<file path="src/design/ltr_pkg.sv">
// Package for the linear tween ramp: transaction payload types and reset constants.
// No dependencies; compile first.
package ltr_pkg;

    typedef struct packed {
        logic        operation;
        logic [31:0] now_ms;
        logic [15:0] duration_ms;
        logic [3:0]  target_eye_shape;
        logic [7:0]  target_pupil_radius;
        logic [7:0]  target_eyelid_open;
        logic [7:0]  target_blink_interval;
        logic [3:0]  target_aura;
        logic [3:0]  target_sound;
    } item_t;

    typedef struct packed {
        logic [3:0] eye_shape;
        logic [7:0] pupil_radius;
        logic [7:0] eyelid_open;
        logic [7:0] blink_interval;
        logic [3:0] aura;
        logic [3:0] sound;
        logic       animating;
    } result_t;

    localparam logic OP_SET_TARGET = 1'b0;
    localparam logic OP_TICK       = 1'b1;

    localparam logic [7:0] RESET_PUPIL  = 8'd5;
    localparam logic [7:0] RESET_EYELID = 8'd100;
    localparam logic [7:0] RESET_BLINK  = 8'd4;

endpackage

</file>
<file path="src/design/ltr_item_if.sv">
// Valid/ready channel interfaces for input items and result items.
// Depends on ltr_pkg for the payload types.
interface ltr_item_if;
    logic          valid;
    logic          ready;
    ltr_pkg::item_t payload;

    modport source (output valid, output payload, input ready);
    modport sink (input valid, input payload, output ready);
endinterface

interface ltr_result_if;
    logic             valid;
    logic             ready;
    ltr_pkg::result_t payload;

    modport source (output valid, output payload, input ready);
    modport sink (input valid, input payload, output ready);
endinterface

</file>
<file path="src/design/linear_tween_ramp.sv">
// Linear tween ramp: set-target and tick transactions drive a ramp of two values.
// Depends on ltr_pkg and the channel interfaces in ltr_item_if.sv.
//
//  channel  | direction | payload
//  ---------+-----------+-------------------------------------------------
//  item     | in        | operation, now_ms, duration_ms, target fields
//  result   | out       | current values and the animating flag
//
// A set-target transaction, or a tick with no ramp running, goes straight to
// S_DONE. A tick during a ramp does the elapsed-time compare in S_CHECK; unless
// the ramp has ended it then does, per ramped value, one multiply, eight steps
// of the shared restoring divider and one update in S_APPLY before S_DONE loads the result register.
// item.ready is high only while the sequencer is idle; a result waiting in the
// output register does not block the next transaction, but the one after it
// waits until that result is taken. Reset is asynchronous and restores the
// power-on expression values.
module linear_tween_ramp #(
    parameter int TIME_BITS = 32
) (
    input  logic          clk,
    input  logic          rst_n,
    ltr_item_if.sink      item,
    ltr_result_if.source  result
);
    import ltr_pkg::*;

    localparam logic [2:0] S_IDLE  = 3'd0;
    localparam logic [2:0] S_CHECK = 3'd1;
    localparam logic [2:0] S_MUL   = 3'd2;
    localparam logic [2:0] S_DIV   = 3'd3;
    localparam logic [2:0] S_APPLY = 3'd4;
    localparam logic [2:0] S_DONE  = 3'd5;

    logic [2:0]           state_reg, state_next;
    logic [3:0]           cur_shape_reg, cur_shape_next;
    logic [7:0]           cur_pupil_reg, cur_pupil_next;
    logic [7:0]           cur_eyelid_reg, cur_eyelid_next;
    logic [7:0]           cur_blink_reg, cur_blink_next;
    logic [3:0]           cur_aura_reg, cur_aura_next;
    logic [3:0]           cur_sound_reg, cur_sound_next;
    logic [3:0]           goal_shape_reg, goal_shape_next;
    logic [7:0]           goal_pupil_reg, goal_pupil_next;
    logic [7:0]           goal_eyelid_reg, goal_eyelid_next;
    logic [3:0]           goal_aura_reg, goal_aura_next;
    logic [3:0]           goal_sound_reg, goal_sound_next;
    logic [7:0]           begin_pupil_reg, begin_pupil_next;
    logic [7:0]           begin_eyelid_reg, begin_eyelid_next;
    logic [TIME_BITS-1:0] begin_time_reg, begin_time_next;
    logic [15:0]          ramp_length_reg, ramp_length_next;
    logic                 busy_reg, busy_next;
    logic [TIME_BITS-1:0] elapsed_reg, elapsed_next;
    logic                 chan_reg, chan_next;
    logic                 down_reg, down_next;
    logic [15:0]          rem_reg, rem_next;
    logic [7:0]           quo_reg, quo_next;
    logic [2:0]           cnt_reg, cnt_next;
    logic                 out_valid_reg, out_valid_next;
    result_t              out_data_reg, out_data_next;

    logic        accept;
    logic        same_goal;
    logic [7:0]  sel_begin;
    logic [7:0]  sel_goal;
    logic        sel_down;
    logic [7:0]  mag;
    logic [23:0] product;
    logic [16:0] partial;
    logic        fits;
    logic [16:0] diff;
    logic [7:0]  ramped;
    logic        out_free;

    assign item.ready     = (state_reg == S_IDLE);
    assign accept         = item.valid && item.ready;
    assign result.valid   = out_valid_reg;
    assign result.payload = out_data_reg;
    assign out_free       = !out_valid_reg || result.ready;

    assign same_goal = (goal_shape_reg == item.payload.target_eye_shape)
                    && (goal_pupil_reg == item.payload.target_pupil_radius)
                    && (goal_eyelid_reg == item.payload.target_eyelid_open)
                    && (goal_aura_reg == item.payload.target_aura)
                    && (goal_sound_reg == item.payload.target_sound);

    // Operand selection for the value being ramped in this pass.
    assign sel_begin = chan_reg ? begin_eyelid_reg : begin_pupil_reg;
    assign sel_goal  = chan_reg ? goal_eyelid_reg : goal_pupil_reg;
    assign sel_down  = (sel_goal < sel_begin);
    assign mag       = sel_down ? (sel_begin - sel_goal) : (sel_goal - sel_begin);
    assign product   = {16'd0, mag} * {8'd0, elapsed_reg[15:0]};

    // One restoring division step; the remainder always stays below the divisor.
    assign partial = {rem_reg, quo_reg[7]};
    assign fits    = (partial >= {1'b0, ramp_length_reg});
    assign diff    = partial - {1'b0, ramp_length_reg};

    assign ramped = down_reg ? (sel_begin - quo_reg) : (sel_begin + quo_reg);

    always_comb
    begin
        state_next        = state_reg;
        cur_shape_next    = cur_shape_reg;
        cur_pupil_next    = cur_pupil_reg;
        cur_eyelid_next   = cur_eyelid_reg;
        cur_blink_next    = cur_blink_reg;
        cur_aura_next     = cur_aura_reg;
        cur_sound_next    = cur_sound_reg;
        goal_shape_next   = goal_shape_reg;
        goal_pupil_next   = goal_pupil_reg;
        goal_eyelid_next  = goal_eyelid_reg;
        goal_aura_next    = goal_aura_reg;
        goal_sound_next   = goal_sound_reg;
        begin_pupil_next  = begin_pupil_reg;
        begin_eyelid_next = begin_eyelid_reg;
        begin_time_next   = begin_time_reg;
        ramp_length_next  = ramp_length_reg;
        busy_next         = busy_reg;
        elapsed_next      = elapsed_reg;
        chan_next         = chan_reg;
        down_next         = down_reg;
        rem_next          = rem_reg;
        quo_next          = quo_reg;
        cnt_next          = cnt_reg;
        out_valid_next    = out_valid_reg && !result.ready;
        out_data_next     = out_data_reg;

        case (state_reg)
            S_IDLE:
            begin
                if (accept)
                begin
                    if (item.payload.operation == OP_SET_TARGET)
                    begin
                        state_next = S_DONE;
                        if (!(same_goal && busy_reg))
                        begin
                            goal_shape_next   = item.payload.target_eye_shape;
                            goal_pupil_next   = item.payload.target_pupil_radius;
                            goal_eyelid_next  = item.payload.target_eyelid_open;
                            goal_aura_next    = item.payload.target_aura;
                            goal_sound_next   = item.payload.target_sound;
                            begin_pupil_next  = cur_pupil_reg;
                            begin_eyelid_next = cur_eyelid_reg;
                            begin_time_next   = item.payload.now_ms[TIME_BITS-1:0];
                            ramp_length_next  = item.payload.duration_ms;
                            cur_shape_next    = item.payload.target_eye_shape;
                            cur_aura_next     = item.payload.target_aura;
                            cur_sound_next    = item.payload.target_sound;
                            cur_blink_next    = item.payload.target_blink_interval;
                            if (item.payload.duration_ms == 16'd0)
                            begin
                                cur_pupil_next  = item.payload.target_pupil_radius;
                                cur_eyelid_next = item.payload.target_eyelid_open;
                                busy_next       = 1'b0;
                            end
                            else
                            begin
                                busy_next = 1'b1;
                            end
                        end
                    end
                    else if (busy_reg)
                    begin
                        elapsed_next = item.payload.now_ms[TIME_BITS-1:0] - begin_time_reg;
                        state_next   = S_CHECK;
                    end
                    else
                    begin
                        state_next = S_DONE;
                    end
                end
            end

            S_CHECK:
            begin
                if (elapsed_reg >= TIME_BITS'(ramp_length_reg))
                begin
                    cur_pupil_next  = goal_pupil_reg;
                    cur_eyelid_next = goal_eyelid_reg;
                    busy_next       = 1'b0;
                    state_next      = S_DONE;
                end
                else
                begin
                    chan_next  = 1'b0;
                    state_next = S_MUL;
                end
            end

            S_MUL:
            begin
                // The quotient is below 256, so the top 16 bits start as remainder.
                down_next  = sel_down;
                rem_next   = product[23:8];
                quo_next   = product[7:0];
                cnt_next   = 3'd0;
                state_next = S_DIV;
            end

            S_DIV:
            begin
                rem_next = fits ? diff[15:0] : partial[15:0];
                quo_next = {quo_reg[6:0], fits};
                cnt_next = cnt_reg + 3'd1;
                if (cnt_reg == 3'd7)
                begin
                    state_next = S_APPLY;
                end
            end

            S_APPLY:
            begin
                if (chan_reg)
                begin
                    cur_eyelid_next = ramped;
                    state_next      = S_DONE;
                end
                else
                begin
                    cur_pupil_next = ramped;
                    chan_next      = 1'b1;
                    state_next     = S_MUL;
                end
            end

            S_DONE:
            begin
                if (out_free)
                begin
                    out_valid_next               = 1'b1;
                    out_data_next.eye_shape      = cur_shape_reg;
                    out_data_next.pupil_radius   = cur_pupil_reg;
                    out_data_next.eyelid_open    = cur_eyelid_reg;
                    out_data_next.blink_interval = cur_blink_reg;
                    out_data_next.aura           = cur_aura_reg;
                    out_data_next.sound          = cur_sound_reg;
                    out_data_next.animating      = busy_reg;
                    state_next                   = S_IDLE;
                end
            end

            default:
            begin
                state_next = S_IDLE;
            end
        endcase
    end

    always_ff @(posedge clk or negedge rst_n)
    begin
        if (!rst_n)
        begin
            state_reg        <= S_IDLE;
            cur_shape_reg    <= 4'd0;
            cur_pupil_reg    <= RESET_PUPIL;
            cur_eyelid_reg   <= RESET_EYELID;
            cur_blink_reg    <= RESET_BLINK;
            cur_aura_reg     <= 4'd0;
            cur_sound_reg    <= 4'd0;
            goal_shape_reg   <= 4'd0;
            goal_pupil_reg   <= RESET_PUPIL;
            goal_eyelid_reg  <= RESET_EYELID;
            goal_aura_reg    <= 4'd0;
            goal_sound_reg   <= 4'd0;
            begin_pupil_reg  <= RESET_PUPIL;
            begin_eyelid_reg <= RESET_EYELID;
            begin_time_reg   <= '0;
            ramp_length_reg  <= 16'd0;
            busy_reg         <= 1'b0;
            chan_reg         <= 1'b0;
            cnt_reg          <= 3'd0;
            out_valid_reg    <= 1'b0;
        end
        else
        begin
            state_reg        <= state_next;
            cur_shape_reg    <= cur_shape_next;
            cur_pupil_reg    <= cur_pupil_next;
            cur_eyelid_reg   <= cur_eyelid_next;
            cur_blink_reg    <= cur_blink_next;
            cur_aura_reg     <= cur_aura_next;
            cur_sound_reg    <= cur_sound_next;
            goal_shape_reg   <= goal_shape_next;
            goal_pupil_reg   <= goal_pupil_next;
            goal_eyelid_reg  <= goal_eyelid_next;
            goal_aura_reg    <= goal_aura_next;
            goal_sound_reg   <= goal_sound_next;
            begin_pupil_reg  <= begin_pupil_next;
            begin_eyelid_reg <= begin_eyelid_next;
            begin_time_reg   <= begin_time_next;
            ramp_length_reg  <= ramp_length_next;
            busy_reg         <= busy_next;
            chan_reg         <= chan_next;
            cnt_reg          <= cnt_next;
            out_valid_reg    <= out_valid_next;
        end
    end

    // Datapath registers; their contents are only used once written.
    always_ff @(posedge clk)
    begin
        elapsed_reg  <= elapsed_next;
        down_reg     <= down_next;
        rem_reg      <= rem_next;
        quo_reg      <= quo_next;
        out_data_reg <= out_data_next;
    end

endmodule
</file>
<file path="src/flat_wrapper.sv">
// flat-port wrapper written by rule: the top's interface ports become plain ports
module linear_tween_ramp_flat import ltr_pkg::*;
#(
    parameter int TIME_BITS = 32
)
  (clk, rst_n, item_valid, item_payload, item_ready, result_valid, result_payload, result_ready);
  ltr_item_if item_i ();
  ltr_result_if result_i ();
  input  logic clk;
  input  logic rst_n;
  input wire logic [$bits(item_i.valid)-1:0] item_valid;
  input wire logic [$bits(item_i.payload)-1:0] item_payload;
  output wire logic [$bits(item_i.ready)-1:0] item_ready;
  output wire logic [$bits(result_i.valid)-1:0] result_valid;
  output wire logic [$bits(result_i.payload)-1:0] result_payload;
  input wire logic [$bits(result_i.ready)-1:0] result_ready;
  assign item_i.valid = item_valid;
  assign item_i.payload = item_payload;
  assign item_ready = item_i.ready;
  assign result_valid = result_i.valid;
  assign result_payload = result_i.payload;
  assign result_i.ready = result_ready;
  linear_tween_ramp #(.TIME_BITS(TIME_BITS)) u_core (.clk(clk), .rst_n(rst_n), .item(item_i), .result(result_i));
endmodule
</file>
<file path="config.mk">
export PLATFORM = sky130hd
export DESIGN_NAME = linear_tween_ramp_flat
export DESIGN_NICKNAME = d
export VERILOG_FILES = /design/src/design/ltr_pkg.sv /design/src/design/ltr_item_if.sv /design/src/design/linear_tween_ramp.sv /design/src/flat_wrapper.sv
export SDC_FILE = /design/constraint.sdc
export NUM_CORES = 1
export LEC_CHECK = 0
export ABC_AREA = 1
export BUFFER_PORTS_ARGS = -buffer_cell sky130_fd_sc_hd__buf_2
export CORE_MARGIN = 5
export CORE_UTILIZATION = 50
export DETAILED_ROUTE_END_ITERATION = 7
export PLACE_DENSITY = 0.68
export SLEW_MARGIN = 30
export SYNTH_ARGS = -nofsm -noshare
export SYNTH_HDL_FRONTEND = slang
export SYNTH_SLANG_ARGS = --single-unit
</file>
<file path="constraint.sdc">
create_clock -name clk -period 7.7 [get_ports clk]
set_input_delay 0.385 -clock clk [delete_from_list [all_inputs] [get_ports clk]]
set_output_delay 0.385 -clock clk [all_outputs]
set_load 0.05 [all_outputs]
</file>
==> results.py <==
metrics = {
    "run_status": {
        "run_status": "completed",
    },
    "placed_design": {
        "place.gp.congestion": 0.930,
        "placed_cells": 2740,
        "place_ws_ps": 353,
        "dp_hpwl_um": 37200,
        "port_buffers": 127,
    },
    "detailed_routing": {
        "dr_total_vias": 14800,
        "wl_um": 46500,
        "avgRoutedWirePerCell_um": 16.7,
        "viasPerCell": 5.29,
        "dr.pass1.iters": 6,
        "drc_errors": 0,
        "drtIter0Drc": 963,
        "drtAntennaViolNets": 0,
    },
    "yosys": {
        "synth_nets": 2505,
        "synth-compound-area-share_pct": 11.9,
        "ys_types": 51,
        "seq_area_frac_synth_pct": 34.1,
        "yosys_warnings": 0,
        "synth_xor_area_share_pct": 3.45,
        "synthMuxAreaShare_pct": 0,
        "syn_avg_cell_area_sq_um": 7.98,
        "ys_seq_elements": 219,
        "synthesis.area_sq_um": 17500,
        "yosys.area_share.simple_pct": 20.9,
        "synth_fa_ha_area_share_pct": 19.8,
        "synthCells": 2193,
        "synth_top_family_by_area": "simple AND/OR/NAND/NOR gates",
    },
    "die": {
        "coreArea_sq_um": 34500,
        "fp-row-count": 68,
        "die_w_um": 197,
        "ios": 128,
        "die-area_sq_um": 38900,
        "start_util_pct": 50.7,
        "die_y_um": 197,
    },
    "worst_setup_path": {
        "reg2regPathDepth": 35,
        "rr_startpoint": "u_core.chan_reg",
        "start_kind": "flip-flop",
        "critical_path_class": "reg -> reg",
        "path_max_fanout": 15,
        "r2r_slack_ps": 470,
        "worst_setup_path_end_kind": "flip-flop",
        "cp_data_required_time_ps": 8000,
        "cp_slowest_cell": "fa_1",
        "timing.rr.end": "u_core.rem_reg[14]",
        "worst_path_largest_cell_delay_ps": 560,
        "crit_top_cell": "inv_1",
        "worstPathArrival_ps": 7530,
    },
    "timing": {
        "max_freq_mhz": 138,
        "tns_ps": 0,
        "final-setup-viol-count": 0,
        "max-slew-margin-rel_pct": 45.4,
        "finClkSkew_ps": 16.5,
        "finalHoldViolations": 0,
        "slew_viol_final": 0,
        "worstMarginPinSlew_ps": 819,
        "min_period_ps": 7230,
        "rsz0062_at_grt": "no",
        "timing.final.crit_share_pct": 93.9,
        "timing.final.ws_setup_ps": 466,
    },
    "clock_network": {
        "numCtsBuffers": 26,
        "clockBufferDepth": 3,
        "clkTransAtPathRegs_ps": 60,
        "cts-root-buf": "clkbuf_16",
        "cts_tree": "built",
        "cts_sinks": 219,
        "htree_levels": 1,
        "clk_latency_ps": 550,
    },
    "flow_run": {
        "drv_cap": 0,
    },
    "hold_path": {
        "hp-class": "in -> reg",
        "hold_depth": 3,
        "hold_path_startpoint": "item_payload[10]",
        "holdPathEnd": "u_core.cur_blink_reg[2]",
    },
    "global_routing": {
        "antenna_found_initial": 7,
        "grt_pass1_vias": 14500,
        "grt_first_pass_wirelength_um": 74800,
        "grt.total_usage_pct": 23.7,
        "grt_max_degree": 91,
        "grt.overflow.total": 0,
    },
    "final_layout": {
        "multi_input_area_sq_um": 9840,
        "largest_register_ffs": 37,
        "layout.nets": 2626,
        "layout-drive-gt1-share_pct": 11.3,
        "num-fill-cells": 3319,
        "regArea_sq_um": 5970,
        "fin_cells": 2791,
        "area_growth_pct": 11.0,
    },
}
routing by layer:
metal  vias up  part of all wire (%)  track usage [%]
met5         -                  0.14                0
met4        12                   2.4             6.19
met3        75                   6.9             4.64
met2       418                    46             37.5
met1      7025                    45             33.6
li1       7247                     -                -
worst max-delay path by stage:
stage,from,endpoint
floorplan,u_core.chan_reg,u_core.rem_reg[14]
global placement,u_core.chan_reg,u_core.rem_reg[14]
detailed placement,u_core.chan_reg,u_core.rem_reg[14]
CTS,u_core.chan_reg,u_core.rem_reg[14]
global route,u_core.chan_reg,u_core.rem_reg[14]
finish,u_core.chan_reg,u_core.rem_reg[14]
logic make-up after synthesis:
group | Yosys count
AOI/OAI and AO/OA | 378
xor gates and xnor gates | 69
buffers and inverters | 433
and+or+nand+nor | 871
DFF | 219
adders and majority gates | 223
cell usage after synthesis (all sizes together):
cell	number	area, sq um
buf	33	211
clkinv	1	3.75
dfstp	16	420
o21ai	156	796
dfrtp	109	2730
nand4	14	87.6
a22o	2	17.5
o21bai	11	86.3
o22ai	2	12.5
xor2	43	377
nand3	74	393
or2	16	100
a21oi	158	798
a21o	4	30.0
o211a	2	20.0
xnor2	26	228
nand3b	12	90.1
clkbuf	13	48.8
nor3	13	76.3
a31oi	4	25.0
o21a	9	67.6
nor4	7	43.8
fa	89	1780
inv	386	1460
a21boi	5	37.5
a211oi	1	7.51
o221ai	11	96.3
o211ai	13	97.6
nand2	457	1750
edfxtp	94	2820
nor2	277	1110
and2	1	6.26
ha	134	1680
through the flow:
step                cell area [sq um]  util, %  hold slack (ps)
floorplan                       17500        -             89.4
global placement                18600     53.7              430
detailed placement              18600     53.7              436
CTS                             19400     56.2             25.8
global route                    19400     56.2             41.9
finish                          19400     56.2             48.5
worst max-delay path: cells and delay by family (launching register included):
kind	cells	cell delay, ps
AND/OR/NAND/NOR	14	1600
AO/OA/AOI/OAI	6	1060
adder cells (fa/ha/maj)	7	3040
flip-flops	1	490
buffers and inverters	8	810
repair_timing:
item	CTS	global route
resized for setup	0	2
hold buffers	1	0
endpoints found under the hold margin	66	0
setup buffers	0	0
endpoints found under the setup margin	0	9
cell usage in the layout, fill, tap and decap left out, types with 3 or more instances in the layout:
master / synthesis / layout
nand2_1: 446 / 446
inv_1: 383 / 383
nor2_1: 255 / 253
a21oi_1: 156 / 154
o21ai_0: 150 / 150
ha_1: 134 / 134
buf_2: 22 / 126
dfrtp_1: 109 / 108
edfxtp_1: 94 / 94
fa_1: 89 / 89
nand3_1: 71 / 71
xor2_1: 43 / 43
xnor2_1: 26 / 26
clkbuf_16: 0 / 26
nor2_2: 20 / 22
dfstp_2: 16 / 16
nand4_1: 14 / 14
or2_2: 14 / 14
o211ai_1: 13 / 13
nand3b_1: 12 / 12
o221ai_1: 11 / 11
nor3_1: 12 / 11
buf_4: 6 / 11
o21bai_1: 10 / 10
nand2_2: 10 / 10
o21a_1: 9 / 9
clkbuf_8: 0 / 8
nor4_1: 7 / 7
clkbuf_1: 13 / 6
a21boi_0: 5 / 5
o21ai_2: 4 / 4
a21o_1: 4 / 4
a31oi_1: 4 / 4
clkinv_2: 0 / 4
a21oi_2: 2 / 3
area by class of cell:
class / instances / share of cell area [%]
inverters: 387 / 7.53
repair buffers: 139 / 3.78
multi-input cells: 1541 / 50.6
flip-flops and latches: 219 / 30.7
clock inverters: 8 / 0.309
clock buffers: 40 / 4.03
well taps: 455 / 2.93
diodes: 2 / 0.0258
Power is not shown: default switching activity piles up to over one toggle a cycle in this logic, so the estimate is an artifact.
